**src/sv/mts_pkg.sv**
```systemverilog
// shared types, widths and codes of the monthly trend slope block
package mts_pkg;

   localparam int MONTHS      = 12;
   localparam int MAX_SAMPLES = 1024;
   localparam int CNT_W       = 11;
   localparam int SX_W        = 23;
   localparam int SY_W        = 27;
   localparam int SXY_W       = 39;
   localparam int SXX_W       = 35;
   localparam int WIDE_W      = 52;
   localparam int FIFO_DEPTH  = 4;
   localparam int FIFO_AW     = 2;

   localparam logic [1:0] STAT_OK   = 2'd0;
   localparam logic [1:0] STAT_FEW  = 2'd1;
   localparam logic [1:0] STAT_ZERO = 2'd2;
   localparam logic [1:0] STAT_DROP = 2'd3;

   localparam logic [1:0] REG_START_YEAR  = 2'd0;
   localparam logic [1:0] REG_END_YEAR    = 2'd1;
   localparam logic [1:0] REG_MIN_SAMPLES = 2'd2;

   typedef struct packed {
      logic [3:0]         month;
      logic [11:0]        x;
      logic signed [15:0] y;
      logic signed [27:0] xy;
      logic [23:0]        xx;
      logic               take;
      logic               last;
   } sample_type;

   typedef struct packed {
      logic [3:0]         month_index;
      logic signed [31:0] slope;
      logic [1:0]         status;
      logic               last_of_run;
   } result_type;

endpackage

```
**src/sv/mts_front.sv**
```systemverilog
// front end: classifies records against the year window and forms products
module mts_front
   import mts_pkg::*;
(
   input  logic [11:0]        year,
   input  logic [3:0]         month,
   input  logic signed [15:0] anomaly,
   input  logic               is_missing,
   input  logic               last_record,
   input  logic [11:0]        start_year,
   input  logic [11:0]        end_year,
   output sample_type         sample
);

   always_comb begin
      sample.month = month;
      sample.x     = year;
      sample.y     = anomaly;
      sample.xy    = 28'($signed({1'b0, year})) * 28'(anomaly);
      sample.xx    = 24'(year) * 24'(year);
      sample.take  = !is_missing && (month < 4'(MONTHS)) &&
                     (year >= start_year) && (year <= end_year);
      sample.last  = last_record;
   end

endmodule

```
**config.mk**
```make
export PLATFORM = sky130hd
export DESIGN_NAME = mts_front
export DESIGN_NICKNAME = d
export VERILOG_FILES = /design/src/sv/mts_pkg.sv /design/src/sv/mts_front.sv
export SDC_FILE = /design/constraint.sdc
export NUM_CORES = 1
export LEC_CHECK = 0
export ABC_AREA = 1
export BUFFER_PORTS_ARGS = -buffer_cell sky130_fd_sc_hd__buf_2
export CAP_MARGIN = 20
export CORE_AREA = 3 3 152 183
export DETAILED_ROUTE_END_ITERATION = 10
export DIE_AREA = 0 0 155 186
export GPL_TIMING_DRIVEN = 1
export MAX_ROUTING_LAYER = met4
export PLACE_DENSITY = 0.69
export SLEW_MARGIN = 20
export SYNTH_ARGS = -nofsm -noshare
export SYNTH_HDL_FRONTEND = slang
export SYNTH_SLANG_ARGS = --single-unit
```
**constraint.sdc**
```tcl
create_clock -name vclk -period 8.76
set_input_delay 0.438 -clock vclk [all_inputs]
set_output_delay 0.438 -clock vclk [all_outputs]
set_load 0.02 [all_outputs]
```
==> results of run 1 <==
-- placed cells by master, fill, tap and decap left out, drive strengths merged, types with 2 or more instances in the layout --
cell type / instances
inv: 610
nand2: 504
fa: 253
ha: 143
buf: 138
nor2: 70
a21oi: 47
nand3: 42
nand4: 17
xor2: 17
o21ai: 14
xnor2: 13
nor3: 8
o21bai: 7
nand3b: 4
and2: 3
o21a: 2
-- per-layer routing --
metal	vias to the layer above	routed length (um)
met2	220	15800
met1	5036	11900
met5	-	0
li1	5271	-
met3	46	890
met4	0	700
-- area by class of cell --
class                      instances  area (sq um)  share of cell area
tap                              335           419              0.0307
timing repair buffer             138           693              0.0508
inverter                         611          2290               0.168
multi-input combinational       1149         10200               0.750
-- through the flow --
step | cells | worst slack, ps | instance area, sq um | hold WS, ps | util
6_report | 2233 | 2740 | 13600 | 876 | 0.519
5_1_grt | 2233 | 2310 | 13600 | 876 | 0.519
4_1_cts | 2233 | 2720 | 13600 | 876 | 0.519
3_5_place_dp | 2233 | 2710 | 13600 | 876 | 0.519
3_3_place_gp | 2233 | 2810 | 13600 | 876 | 0.519
2_1_floorplan | 1848 | 3350 | 13000 | 989 | -
-- worst max-delay path by stage --
stage               slack, ps         end
floorplan                3350  sample[53]
global placement         2810  sample[53]
detailed placement       2710  sample[53]
CTS                      2720  sample[48]
global route             2310  sample[53]
finish                   2740  sample[50]
-- worst max-delay path, stage by stage --
cell and delay [ps]:
buf_2 510, nand2_1 200, fa_1 540, fa_1 720, inv_1 210, fa_1 490
fa_1 550, inv_1 50, fa_1 470, inv_1 40, ha_1 400, nand4_1 210
nor3_1 240, nand3_1 140, nand3_1 110, nand2_1 50, nand2_1 50, buf_2 150
-- cell families (layout without fill, tap and decap cells) --
family                     count (synthesis)  in the layout  synth area share
buffers and inverters                    699            749             0.212
and+or+nand+nor                          650            650             0.208
adders and majority gates                396            396             0.527
AOI/OAI and AO/OA                         72             72            0.0315
xor gates and xnor gates                  30             30            0.0202
other                                      1              1          0.000288
==> impl_metrics.yaml, run 1 <==
outcome:
  status: "complete, no violations"
global_route:
  antenna_found_initial: 0
  overflow: 0
  met1_usage: 0.257
  grt_max_degree: 34
  grt_pass1_wl_um: 52300
  grt_use_met3: 0.00605
  top_usage_layer: "met2"
  grt_usage: 0.222
  met2_usage: 0.425
  grt_pass1_vias: 11700
layout:
  fillCellCount: 2636
  drive_gt1_frac: 0.0985
  areaGrowthSynthToFinish_pct: 4.98
  seq_cells: 0
  clock_buffers: 0
  nets: 2354
  antennaDiodeCount: 0
  register_area_sq_um: 0
timing:
  slew_viol_final: 0
  hold_viol: 0
  worstMarginPinSlew_ps: 759
  min_period_over_period: 0.687
  period_needed_ps: 6020
  clock.fmax_mhz: 166
  finalSetupViolCount: 0
  rsz0062_at_grt: "no"
  fin_setup_tns_ps: 0
  relSlewSlack: 0.494
setup_path:
  cp-end-kind: "output port"
  startpoint_type: "input port"
  cp.required_ps: 8320
  worstSetupPathType: "input port to output port"
  critPathMaxFanout: 32
  cp-startpoint: "year[2]"
  cp.arrival_ps: 5580
synthesis:
  synth-seq-area-share: 0
  synth.most_common_cell: "inv_1"
  synth_top_cell_by_area: "fa_1"
  netlist_top_cells_area: "fa_1 39%, inv_1 17%, nand2_1 14%, ha_1 14%, buf_4 2.0%"
  syn_area_sq_um: 13000
  synth_top_area_frac: 0.390
  synthCells: 1848
  synth_commonest_cells: "601 x inv_1, 491 x nand2_1, 253 x fa_1"
  syn_avg_cell_area_sq_um: 7.03
  ys_warn_count: 0
  syn-num-nets: 2302
  ys_types: 36
route:
  wl_um: 29200
  antenna_left: 0
  initialDrtViolationCount: 436
  wl_per_cell_um: 13.1
  route.detailed.drc: 0
  vias_per_cell: 4.73
  first_pass_iters: 6
  vias: 10600
hold_path:
  hold_path.startpoint: "last_record"
  min_to: "sample[0]"
  hold_path_class: "input port to output port"
  min_path_cells: 0
floorplan:
  core_sq_um: 26300
  rows: 65
  fp.dieH_um: 186
  dieArea_sq_um: 28800
  ios: 144
  die-width_um: 155
  initial_utilization: 0.495
placement:
  io_buffers: 137
  dp_hpwl_um: 25400
  gp_congestion: 0.873
cts:
  hold_buffers: 0
  postCtsSetupBuffers: 0
  post_cts_resize_count: 0
job:
  drv_cap: 0
Power of run 1 is left out: the tool's default activity adds up to more than one toggle a clock period on the data nets, which glitch-free logic cannot reach.
==> run 2, diff against run 1 <==
- ABC_AREA: 1 -> 0
- CORE_AREA: 3 3 152 183 -> 3 3 145 175
- DIE_AREA: 0 0 155 186 -> 0 0 148 178
- PLACE_DENSITY: 0.69 -> 0.72
- clock period: 8.76 -> 5.4 ns (I/O delays scaled with it)
==> run 2 against run 1 <==
Effect of this change:
- the flow now finishes with violations (negative setup slack)
- wire length down 0.28%
- hold slack worse by 340 ps
- via count down 6.8%
- synthesized area down 9.5%
- cell count down 11%
- worst setup slack worse by 2800 ps
- critical path type unchanged
- design area up 9.9%
- first-iteration DRC count down 16%
- sequential share of layout area unchanged
- non-clock buffer count up 216
- count of clock-buffer cells in the layout unchanged
==> impl_metrics.yaml, run 2 <==
outcome:
  status: "finished, violations left"
  violations: "negative setup slack"
setup_path:
  cp.required_ps: 5130
  critPathMaxFanout: 8
  cpMaxStageDelayCell: "fa_1"
  crit_chain: "buf_12 > buf_12 > and2_4 > fa_1 > inv_1 > fa_1 > inv_2 > fa_1 > fa_1 > inv_1 > fa_1 > inv_2 > ha_4 > a21o_1 > a31oi_2 > o211ai_1 > a221oi_2 > a21oi_2 > and4b_1 > a311o_1 > buf_6"
  worstSetupPathType: "input port to output port"
  timing.critical_path.to: "sample[24]"
  cp-end-kind: "output port"
  cp.arrival_ps: 5180
  cp-startpoint: "year[9]"
  startpoint_type: "input port"
  cp_slowest_stage_delay_ps: 520
  crit_path_frequent_cell: "fa_1"
global_route:
  antenna_found_initial: 0
  grt_pass1_wl_um: 48500
  grt_max_degree: 26
  overflow: 0
  grt_pass1_vias: 10600
  grt_usage: 0.229
route:
  route.detailed.drc: 0
  antenna_left: 0
  vias: 9853
  wl_um: 29100
  vias_per_cell: 4.98
  initialDrtViolationCount: 368
  wl_per_cell_um: 14.7
  first_pass_iters: 5
timing:
  fin_ws_ps: -45.5
  slew_viol_final: 0
  clock.fmax_mhz: 184
  finalSetupViolCount: 2
  hold_viol: 0
  period_needed_ps: 5450
  rsz0062_at_grt: "yes"
  min_period_over_period: 1.01
  whs_ps: 540
floorplan:
  core_sq_um: 23900
  die-width_um: 148
  initial_utilization: 0.493
  dieArea_sq_um: 26300
  rows: 62
  fp.dieH_um: 178
  ios: 144
placement:
  io_buffers: 137
  gp_congestion: 0.882
  dp_hpwl_um: 24000
synthesis:
  synth_top_cell_by_area: "fa_1"
  synth_commonest_cells: "387 x inv_1, 253 x fa_1, 148 x nand2_1"
  syn_area_sq_um: 11800
  netlist_top_cells_area: "fa_1 43%, ha_1 15%, inv_1 12%, and2_1 6.6%, nand2_1 4.7%"
  synth-seq-area-share: 0
  ys_types: 49
  syn_avg_cell_area_sq_um: 8.47
  ys_warn_count: 0
  syn-num-nets: 1844
  synthCells: 1390
  synth.most_common_cell: "inv_1"
  synth_top_area_frac: 0.430
job:
  drv_cap: 0
hold_path:
  hold_path_class: "input port to output port"
  hold_path.startpoint: "last_record"
  min_path_cells: 0
layout:
  drive_gt1_frac: 0.291
  areaGrowthSynthToFinish_pct: 27.5
  antennaDiodeCount: 0
  nets: 2114
  final_common_cell: "inv_1"
  clock_buffers: 0
  final_cell_mix: "361 x inv_1, 240 x fa_1, 204 x buf_4, 140 x nand2_1, 123 x ha_1"
  register_area_sq_um: 0
  seq_cells: 0
cts:
  hold_buffers: 0
run 2: cell families (layout without fill, tap and decap cells):
| kind of cell | Yosys count | in the layout | synth area share |
|---|---|---|---|
| multiplexers | 1 | 1 | 0.000957 |
| AO/OA/AOI/OAI | 128 | 128 | 0.0738 |
| buffers and inverters | 473 | 741 | 0.162 |
| other | 1 | 1 | 0.000319 |
| adder cells (fa/ha/maj) | 396 | 396 | 0.582 |
| XOR/XNOR | 48 | 48 | 0.0357 |
| AND/OR/NAND/NOR | 343 | 343 | 0.145 |
run 2: layout make-up:
class                           instances  area, sq um
Fill cell                            1989         8890
Timing Repair Buffer                  354         2710
Inverter                              387         1460
Multi-Input combinational cell        917        10400
Tap cell                              320          400
run 2: what timing repair did:
| item | in CTS | in global routing |
|---|---|---|
| cloned | 1 | 2 |
| setup buffers | 15 | 20 |
| endpoints found under the setup margin | 18 | 24 |
| pin swaps | 44 | 83 |
| gates resized for setup | 94 | 129 |
run 2: worst min path at each step:
| stage | endpoint | slack, ps |
|---|---|---|
| floorplan | sample[4] | 620 |
| global placement | sample[82] | 540 |
| detailed placement | sample[82] | 540 |
| CTS | sample[82] | 540 |
| global route | sample[0] | 540 |
| finish | sample[0] | 540 |
run 2: critical path: cells and delay by family:
family / cells / cell delay, ps
buf+inv: 7 / 600
compound gates: 6 / 1250
simple gates: 2 / 350
fa+ha+maj: 6 / 2690
run 2: metrics by stage:
| stage | setup TNS, ps | setup WS (ps) | area (sq um) | std cells | utilization |
|---|---|---|---|---|---|
| 2_1_floorplan | 0 | 1.43 | 11900 | 1390 | - |
| 3_3_place_gp | -2400 | -258 | 13900 | 1943 | 0.581 |
| 3_5_place_dp | -3110 | -322 | 13900 | 1943 | 0.581 |
| 4_1_cts | -250 | -81.0 | 14400 | 1959 | 0.603 |
| 5_1_grt | -1050 | -202 | 15000 | 1978 | 0.628 |
| 6_report | -54.7 | -45.5 | 15000 | 1978 | 0.628 |
run 2: metal layers:
| layer | global-route usage | routed length [um] |
|---|---|---|
| met5 | - | 0 |
| met4 | 0.0454 | 690 |
| met3 | 0.0135 | 1070 |
| met2 | 0.440 | 16500 |
| met1 | 0.263 | 10900 |
Power of run 2 is left out for the same reason.
