`src/sv/mts_pkg.sv`:
```
// shared types, widths and codes of the monthly trend slope block
package mts_pkg;

   localparam int MONTHS      = 12;
   localparam int MAX_SAMPLES = 1024;
   localparam int CNT_W       = 11;
   localparam int SX_W        = 23;
   localparam int SY_W        = 27;
   localparam int SXY_W       = 39;
   localparam int SXX_W       = 35;
   localparam int WIDE_W      = 52;
   localparam int FIFO_DEPTH  = 4;
   localparam int FIFO_AW     = 2;

   localparam logic [1:0] STAT_OK   = 2'd0;
   localparam logic [1:0] STAT_FEW  = 2'd1;
   localparam logic [1:0] STAT_ZERO = 2'd2;
   localparam logic [1:0] STAT_DROP = 2'd3;

   localparam logic [1:0] REG_START_YEAR  = 2'd0;
   localparam logic [1:0] REG_END_YEAR    = 2'd1;
   localparam logic [1:0] REG_MIN_SAMPLES = 2'd2;

   typedef struct packed {
      logic [3:0]         month;
      logic [11:0]        x;
      logic signed [15:0] y;
      logic signed [27:0] xy;
      logic [23:0]        xx;
      logic               take;
      logic               last;
   } sample_type;

   typedef struct packed {
      logic [3:0]         month_index;
      logic signed [31:0] slope;
      logic [1:0]         status;
      logic               last_of_run;
   } result_type;

endpackage

```
`src/sv/mts_fifo.sv`:
```
// short queue between the front end and the accumulator back end
module mts_fifo
   import mts_pkg::*;
(
   input  logic       clock,
   input  logic       reset,
   input  logic       push,
   input  sample_type push_data,
   output logic       full,
   input  logic       pop,
   output sample_type pop_data,
   output logic       not_empty
);

   sample_type               mem_ff [FIFO_DEPTH];
   logic [FIFO_AW-1:0]       wr_ff, wr_in, rd_ff, rd_in;
   logic [FIFO_AW:0]         cnt_ff, cnt_in;

   assign full      = cnt_ff == (FIFO_AW+1)'(FIFO_DEPTH);
   assign not_empty = cnt_ff != '0;
   assign pop_data  = mem_ff[rd_ff];

   always_comb begin
      wr_in  = push ? wr_ff + 1'b1 : wr_ff;
      rd_in  = pop ? rd_ff + 1'b1 : rd_ff;
      cnt_in = cnt_ff + (FIFO_AW+1)'(push) - (FIFO_AW+1)'(pop);
   end

   always_ff @(posedge clock) begin
      if (reset) begin
         wr_ff  <= '0;
         rd_ff  <= '0;
         cnt_ff <= '0;
      end else begin
         wr_ff  <= wr_in;
         rd_ff  <= rd_in;
         cnt_ff <= cnt_in;
      end
      if (push) begin
         mem_ff[wr_ff] <= push_data;
      end
   end

endmodule

```
`config.mk`:
```
export PLATFORM = sky130hd
export DESIGN_NAME = mts_fifo
export DESIGN_NICKNAME = d
export VERILOG_FILES = /design/src/sv/mts_pkg.sv /design/src/sv/mts_fifo.sv
export SDC_FILE = /design/constraint.sdc
export NUM_CORES = 1
export LEC_CHECK = 0
export CAP_MARGIN = 40
export CORE_ASPECT_RATIO = 0.9
export CORE_UTILIZATION = 30
export CTS_BUF_LIST = sky130_fd_sc_hd__clkbuf_4 sky130_fd_sc_hd__clkbuf_8 sky130_fd_sc_hd__clkbuf_16
export CTS_CLUSTER_DIAMETER = 100
export DETAILED_ROUTE_END_ITERATION = 7
export DONT_BUFFER_PORTS = 1
export SLEW_MARGIN = 15
export SYNTH_ARGS = -nofsm -noshare
export SYNTH_HDL_FRONTEND = slang
export SYNTH_SLANG_ARGS = --single-unit
export TNS_END_PERCENT = 20
```
`constraint.sdc`:
```
create_clock -name clock -period 7.8 [get_ports clock]
set_input_delay 0.39 -clock clock [delete_from_list [all_inputs] [get_ports clock]]
set_output_delay 0.39 -clock clock [all_outputs]
set_load 0.01 [all_outputs]
```
==> impl_results.md, run 1 <==
* Worst path required time at 7410 ps
* WL per Instance at 20.4 um
* Worst path bufs/invs at 3
* Yosys reg bits at 353
* Final Hold Fails at 0
* DRC at 20
* Chip Width at between 200 and 250 um
* Slowest Stage Delay on Critical Path at 620 ps
* Ports at ~180
* Setup Fix Bufs, Post-CTS at 0
* Relative slew slack at 0.533
* Layout Area Growth over Synthesis at 22.7%
* Synth Net Count at around 590
* Register-to-Register Path Depth at 5
* Final net count at around 710
* Status: complete, but fails checks
* Clock latency on the worst-skew pair at around 540 ps
* CP max-delay cell: mux4_2
* CP Launch Type: flop
* Pre-antenna DRT Iters at 6
* Count of cell types in the netlist at 21
* Largest net degree at the start of global routing at 48
* CP top delay family: buffers and inverters
* GP Congestion at 0.716
* Initial core utilization at 0.306
* Yosys warnings at 0
* Iteration-0 DRC count of the detailed router at approximately 260
* Syn Area/Cell at 26.2 um2
* Antenna violations before repair at 5
* Clock sink total at between 300 and 400
* Period utilisation layout at 0.371
* Total core area at around 42000 um2
* Die area at about 44000 um2
* Asr flop ratio synth at 0
* Vias at 5513
* Total grt overflow at 0
* H-Tree Depth at 2
* Root Buffer: clkbuf_16
* CTS tree: built
* RSZ-0062 raised after global routing: false
* Tmin final at slightly below 3000 ps
* Synth Flop Type: edfxtp_1
* Final setup TNS at 0 ps
* Worst r2r src: wr_ff[0]
* First-pass GRT wire length at about 36000 um
* Final instance area at roughly 16000 um2
* Hold crit path type: input port to flop
* Die Ht at 199 um
* WP data arrival at 2510 ps
* Std cell rows at 71
* Leakage at around 5.0 nW
* Type of destination of the critical path: output pin
* Worst-path clk slew at approximately 60 ps
* Max-Cap Viols at 0
* All-layer global routing usage at 0.113
* Setup Viol. Count Final at 0
* Worst-path maximum fanout at 38
* Power Density at 278 nW/um2
* Slew Limit Fails at 0
* Vias in the first global route at 6225
* Reg2Reg Setup Slack at 5640 ps
* Peak VDD IR at 0.214 mV
* Number of synthesized flops with an enable pin at 344
* Antenna Nets Post-Route at 0
* Hold Path Origin: pop
* Detail Placement HPWL at 15000 um
* IO buf count at 0
* Area after DPL at between 10000 and 15000 um2
* Worst reg2reg endpoint: mem_ff[0][76]
* Vias per cell at between 4 and 5
* Mapped Area at 12900 um2
* Top cell by count, worst path: buf_16
* Hold depth at 2
* Clock Skew at 25.8 ps
* Worst slew pin tran at 700 ps
* Failing checks: design-rule violations
* Register area share after synthesis at 0.816
* Share of cells above drive strength 1 at 0.258
* CP Cell Sequence: buf_16 -> buf_4 -> buf_16 -> mux4_2
* Max Clock Freq at between 300 and 400 MHz
* Cells after synthesis at 492
* Clock tree buffer depth at 3
* CTS buffer count at 38
* Critical path class: flop to output pin
* Drt total wl at around 24000 um
[stage by stage]
step           hold WS [ps]   util  instances  power [mW]  worst slack [ps]
2_1_floorplan           462      -        492        2.49              4810
3_3_place_gp            464  0.320       1025        2.53              4890
3_5_place_dp            466  0.322       1030        2.56              5060
4_1_cts                17.6  0.375       1189        4.46              4460
5_1_grt                44.1  0.375       1192        4.55              4720
6_report               61.9  0.375       1193        4.39              4900
[cell families (layout without fill, tap and decap cells)]
logic type               Yosys count  in the layout  share of synthesized area
AO/OA/AOI/OAI                      2              2                    0.00117
XOR/XNOR                           3              3                    0.00320
adder cells (fa/ha/maj)            7              7                    0.00738
buffers and inverters             26            177                     0.0154
flip-flops                       353            353                      0.816
multiplexers                      87             87                      0.151
other                              0              3                          0
AND/OR/NAND/NOR                   14             14                    0.00592
[placed cells by master (no fill, tap or decap), types with 2 or more instances in the layout]
cell type / Yosys / routed
edfxtp_1: 344 / 344
clkinv_2: 0 / 2
inv_6: 0 / 3
dfxtp_1: 9 / 7
ha_1: 6 / 6
clkinv_1: 0 / 8
dlygate4sd3_1: 0 / 90
and2_4: 0 / 4
buf_4: 0 / 6
clkinvlp_4: 0 / 2
nor2b_1: 2 / 2
clkbuf_4: 0 / 8
buf_16: 0 / 4
inv_1: 6 / 6
clkbuf_16: 0 / 41
diode_2: 0 / 3
xnor2_1: 2 / 2
nor2_1: 5 / 5
buf_12: 5 / 2
mux4_2: 86 / 86
bufinv_16: 0 / 4
dfxtp_4: 0 / 2
[synthesized netlist by cell type, drive strengths merged (2+ instances only)]
| master | count | area, um2 |
|---|---|---|
| nor2b | 2 | 12.5 |
| mux4 | 86 | 1940 |
| ha | 6 | 75.1 |
| clkbuf | 4 | 15.0 |
| edfxtp | 344 | 10300 |
| and2 | 4 | 25.0 |
| buf | 16 | 161 |
| nor2 | 5 | 18.8 |
| dfxtp | 9 | 180 |
| inv | 6 | 22.5 |
| xnor2 | 2 | 17.5 |
[what timing repair did]
action / in CTS / in global routing
gates resized for setup: 0 / 0
hold endpoints to repair: 353 / 0
hold buffers: 90 / 0
[cell type report]
type / instances / area (um2)
sequential: 353 / 10500
multi-input combinational: 113 / 2180
clock buffer: 49 / 1090
tap: 547 / 684
timing repair buffer: 102 / 1100
antenna: 3 / 7.51
clock inverter: 20 / 210
inverter: 6 / 22.5
fill: 3774 / 26300
[per-layer routing]
metal | global-route usage | wire length (um) | up-vias
met1 | 0.128 | 9310 | 2919
met2 | 0.192 | 12500 | 170
met3 | 0.0373 | 1780 | 56
met4 | 0.0519 | 728 | 4
met5 | 0 | 27 | -
li1 | - | - | 2364
[power breakdown]
group	total, mW	switching, mW	internal (mW)
sequential	2.21	0.0296	2.18
combinational	0.358	0.195	0.163
clock	1.82	0.704	1.12
total	4.39	0.928	3.46
[how the worst max path moves through the flow]
stage               depth (start not counted)     start           end  slack, ps
finish                                      4      flop  pop_data[16]       4900
global route                                4      flop  pop_data[16]       4720
CTS                                         3      flop  pop_data[35]       4460
detailed placement                          3      flop  pop_data[35]       5060
global placement                            2      flop  pop_data[63]       4890
floorplan                                   3  wr_ff[0]  mem_ff[0][0]       4810
[flip-flops by register name, summed over array words and instances (netlist names), named ones only]
name	flops
mem_ff	344
cnt_ff	3
wr_ff	2
rd_ff	2
(Power assumes the default switching activity.)
==> inputs of run 2 (changes only) <==
Clock period 7.8 ns to 2.8 ns, I/O delays scaled along.
==> run 2 against run 1 <==
Net effect:
- the flow still finishes with violations (design-rule violations)
- flip-flop and latch count did not move
- utilization increased by 0.15 points
- sequential share of layout area fell by 0.26 points
- highest routed layer unchanged
- sequential power rose to 2.8 times the previous value
- design area up 0.40%
- clock-buffer cell count is 2 lower
- non-clock buffer count is 5 higher
- worst setup slack lost 4400 ps
- via count fell by 0.22%
- register-to-register slack got worse by 4700 ps
- clock power grew to 2.9 times the previous value
- cell count increased by 0.34%
==> impl_results.md, run 2 (synthesized netlist as in run 1, its figures left out) <==
* Status: complete, but fails checks
* Failing checks: design-rule violations
* Hold depth at 1
* Slew Limit Fails at 0
* Vias in the first global route at between 6000 and 7000
* Chip Width at 220 um
* WP data arrival at about 2100 ps
* Worst-path clk slew at around 60 ps
* Setup ws final at 546 ps
* Vias per cell at 4.60
* Max Clock Freq at between 400 and 500 MHz
* WHS Endpoint: mem_ff[2][1]
* Switching Fraction at 0.214
* Leakage at around 5 nW
* First-pass GRT wire length at 37600 um
* CTS buffer count at 38
* Hold crit path type: input port to flop
* Clock Skew at 20.5 ps
* CP Launch Type: flop
* CP max-delay cell: mux4_2
* Placement Setup Slack at 866 ps
* Power Density at slightly below 800 nW/um2
* Detail Placement HPWL at around 16000 um
* Antenna violations before repair at 3
* Area of the multi-input gates at between 2000 and 2500 um2
* Iteration-0 DRC count of the detailed router at 359
* Clock tree buffer depth at 3
* Total power at 12.4 mW
* Max reg flops at 344
* Type of destination of the critical path: output pin
* Total core area at 42100 um2
* Vias at 5501
* Die area at 43800 um2
* Layout Area Growth over Synthesis at 23.2%
* Ports at 178
* GP Congestion at 0.725
* IO buf count at 0
* Period utilisation layout at 0.805
* Fill cells at 3777
* Relative slew slack at 0.579
* Antenna Nets Post-Route at 0
* Largest regs: mem_ff (344), cnt_ff (3)
* Worst reg2reg endpoint: mem_ff[0][49]
* Slowest Stage Delay on Critical Path at ~620 ps
* Final net count at 716
* Initial core utilization at 0.306
* CTS tree: built
* Pre-antenna DRT Iters at 8
* Peak VDD IR at 0.458 mV
* RSZ-0062 raised after global routing: false
* Critical path class: flop to output pin
* Clock power frac at 0.421
* Worst-path maximum fanout at 18
* Root Buffer: clkbuf_16
* Die Ht at between 150 and 200 um
* Hold Path Origin: push
* Reg with most FFs: mem_ff
* Register-to-Register Path Depth at 4
* WL per Instance at approximately 21 um
* Gate power share at 0.082
* Max-Cap Viols at 0
* Clock latency on the worst-skew pair at approximately 540 ps
* Total grt overflow at 0
* Reg2Reg Setup Slack at around 900 ps
* Final Hold Fails at 0
* Setup Viol. Count Final at 0
* Clock sink total at 353
* Most frequent cells in the layout: edfxtp_1 (344), dlygate4sd3_1 (90), mux4_2 (86), clkbuf_16 (41), buf_4 (9)
* Std cell rows at 71
* Share of power burned in registers at 0.498
* Sequential Area at 10500 um2
* Share of cells above drive strength 1 at 0.268
* Tmin final at 2250 ps
* DRC at 11
* Cell internal pwr at approximately 9.7 mW
* Worst slew pin tran at roughly 630 ps
* Worst path required time at ~2700 ps
* Final setup TNS at 0 ps
* CP Cell Sequence: buf_4 -> mux4_2
* Drt total wl at between 20000 and 30000 um
* Worst r2r src: wr_ff[0]
* H-Tree Depth at 2
* Largest net degree at the start of global routing at 37
* Sw Pwr at 2.65 mW
* All-layer global routing usage at 0.118
* Most common cell after layout, fill and taps aside: edfxtp_1
run 2: per-layer routing:
| layer | global-route usage | vias to the layer above | routed length [um] |
|---|---|---|---|
| li1 | - | 2368 | - |
| met1 | 0.143 | 2916 | 10400 |
| met2 | 0.191 | 172 | 12500 |
| met3 | 0.0407 | 41 | 2030 |
| met4 | 0.0465 | 4 | 579 |
| met5 | 0 | - | 25 |
run 2: power groups by stage:
stage	Sequential, mW	Combinational [mW]	Clock, mW
finish	6.16	1.01	5.21
global route	6.19	1.10	5.55
CTS	6.17	1.04	5.37
detailed placement	6.28	0.874	0
global placement	6.26	0.854	0
floorplan	6.24	0.694	0
run 2: through the flow:
| step | hold WS [ps] | utilization | cell area [um2] | instances |
|---|---|---|---|---|
| CTS | 51.8 | 0.377 | 15900 | 1196 |
| global route | 65.4 | 0.377 | 15900 | 1197 |
| detailed placement | 215 | 0.324 | 13600 | 1036 |
| finish | 70.5 | 0.377 | 15900 | 1197 |
| global placement | 214 | 0.324 | 13600 | 1036 |
| floorplan | 212 | - | 12900 | 492 |
run 2: worst max-delay path: cells and delay by family, from the launching register on:
kind	cells	cell delay (ps)
multiplexers	1	620
flip-flops	1	540
buffers and inverters	1	410
run 2: cell type report:
cell class	instances	area share
antenna	1	0.000158
tap	547	0.0431
sequential	353	0.663
clock buffer	47	0.0675
clock inverter	23	0.0164
multi-input combinational	113	0.138
inverter	6	0.00142
timing repair buffer	107	0.0711
run 2: how the worst max path moves through the flow:
| stage | start | endpoint | slack [ps] | depth (start not counted) |
|---|---|---|---|---|
| floorplan | wr_ff[0] | mem_ff[2][0] | -190 | 3 |
| global placement | wr_ff[0] | mem_ff[0][44] | 940 | 4 |
| detailed placement | wr_ff[0] | mem_ff[0][51] | 870 | 4 |
| CTS | flop | pop_data[72] | 440 | 2 |
| global route | flop | pop_data[72] | 400 | 2 |
| finish | flop | pop_data[73] | 550 | 2 |
run 2: what timing repair did:
| action | in CTS | in global routing |
|---|---|---|
| setup buffers | 0 | 0 |
| hold endpoints to repair | 353 | 0 |
| hold buffers | 90 | 0 |
| resized for setup | 0 | 0 |
==> inputs of run 3 (changes only) <==
Clock period 2.8 ns to 1.96 ns, I/O delays scaled along.
==> run 3 against run 2 <==
Net effect:
- worst setup slack lost 540 ps
- hold slack worse by 14 ps
- flip-flop and latch count unchanged
- largest cell class unchanged
- via count grew 0.78%
- the run still ends with design-rule violations left
- register-to-register slack worse by 700 ps
- clock skew is 1.6 ps lower
- non-clock buffer count up 4
- clock-buffer cell count fell by 4
- cell count about the same
- first-iteration DRC count is 26% lower
- die area is the same
- utilization up 0.18 points
==> impl_results.md, run 3 (synthesized netlist as in run 1, its figures left out) <==
* Share of cells above drive strength 1 at 0.268
* Largest regs: mem_ff (344), cnt_ff (3)
* Final setup TNS at 0 ps
* Max reg flops at 344
* Root Buffer: clkbuf_16
* Worst path required time at 1860 ps
* Clock Skew at roughly 19 ps
* Drt total wl at between 20000 and 30000 um
* Worst slew pin tran at a little under 500 ps
* Total power at 17.1 mW
* Power Density at 1070 nW/um2
* Tmin final at between 1500 and 2000 ps
* Peak VDD IR at 0.634 mV
* Vias per cell at 4.63
* Worst-path clk slew at roughly 60 ps
* IO buf count at 0
* Initial core utilization at 0.306
* Area of the multi-input gates at roughly 2200 um2
* Iteration-0 DRC count of the detailed router at 265
* Largest net degree at the start of global routing at 75
* Final core utilization at 0.379
* Clock power frac at 0.394
* Switching Fraction at 0.217
* Detail Placement HPWL at 15000 um
* Total core area at 42100 um2
* Placement Setup Slack at 247 ps
* Gate power share at 0.093
* Relative slew slack at 0.670
* Reg with most FFs: mem_ff
* Most common cell after layout, fill and taps aside: edfxtp_1
* Critical path class: flop to output pin
* Final Hold Fails at 0
* Die Ht at 199 um
* CTS buffer count at 37
* Cell internal pwr at between 10 and 15 mW
* Setup ws final at 7.56 ps
* CTS tree: built
* Final instance area at between 15000 and 20000 um2
* Hold WS at 56.6 ps
* Share of power burned in registers at 0.513
* Fill cells at roughly 3800
* Std cell rows at 71
* Ports at about 180
* Final Non-Filler Cells at ~1200
* Die area at 43800 um2
* Antenna Nets Post-Route at 0
* First-pass GRT wire length at 36700 um
* Antenna violations before repair at 2
* Type of destination of the critical path: output pin
* Vias in the first global route at 6094
* GP Congestion at 0.744
* Setup Viol. Count Final at 0
* Final net count at just over 700
* Clock latency on the worst-skew pair at ~540 ps
* Max-Cap Viols at 0
* Layout Area Growth over Synthesis at 23.8%
* CP Launch Type: flop
* Sequential Area at 10500 um2
* Chip Width at approximately 220 um
* Hold crit path type: input port to flop
* Clock sink total at 353
* Clock tree buffer depth at 3
* Period utilisation layout at 0.996
* All-layer global routing usage at 0.115
* Worst-path maximum fanout at 12
* Total grt overflow at 0
* DRC at 12
* Status: complete, but fails checks
* RSZ-0062 raised after global routing: true
* Max Clock Freq at 512 MHz
* Slew Limit Fails at 0
* Dpl cells at just over 1000
* WL per Instance at ~21 um
* Sw Pwr at between 3 and 4 mW
* Leakage at roughly 5.0 nW
* Area after DPL at 13700 um2
* Failing checks: design-rule violations
* WP data arrival at 1850 ps
* H-Tree Depth at 2
* Most frequent cells in the layout: edfxtp_1 (344), dlygate4sd3_1 (89), mux4_2 (86), clkbuf_16 (43), buf_12 (12)
* Pre-antenna DRT Iters at 6
* Vias at 5544
run 3: changes by cell type in the layout (fill, tap and decap cells not counted), sizes merged:
cell / previous run / this run
clkinvlp: 1 / 3
dlygate4sd3: 90 / 89
bufinv: 5 / 2
clkinv: 14 / 16
buf: 17 / 18
run 3: what timing repair did:
action                                  4_1_cts  5_1_grt
buffers inserted                              0        2
resized for setup                             1        2
gates cloned                                  0        4
hold buffers                                 89        0
hold endpoints to repair                    380        0
endpoints found under the setup margin       39       70
run 3: metal layers:
layer / part of all wire / GRT usage
met5: 0.00051 / 0
met4: 0.023 / 0.0434
met1: 0.40 / 0.134
met2: 0.51 / 0.195
met3: 0.074 / 0.0378
run 3: power by group through the flow:
stage          registers (mW)  clock network, mW  logic (mW)
6_report                 8.77               6.73        1.58
3_5_place_dp             8.94                  0        1.30
3_3_place_gp             8.91                  0        1.27
2_1_floorplan            8.90                  0       0.995
5_1_grt                  8.80               7.24        1.71
4_1_cts                  8.78               6.96        1.54
run 3: cell type report:
cell class	count	share of cell area
antenna	1	0.000157
clock buffer	43	0.0631
clock inverter	24	0.0122
inverter	6	0.00141
multi-input combinational	113	0.137
sequential	353	0.660
tap	547	0.0429
timing repair buffer	111	0.0838
run 3: worst max-delay path, stage by stage, from the launching register on:
cell and delay, ps:
dfxtp_4 350, buf_12 160, clkbuf_16 220, mux4_2 570
run 3: worst paths after layout:
kind / slack, ps / endpoint / cells past startpoint / start
worst max-delay path: 8 / pop_data[10] / 3 / flop
worst max register to register: 200 / cnt_ff[2] / 7 / cnt_ff[0]
worst min register to register: 540 / flop / 2 / rd_ff[1]
worst min-delay path: 60 / mem_ff[2][29] / 2 / push
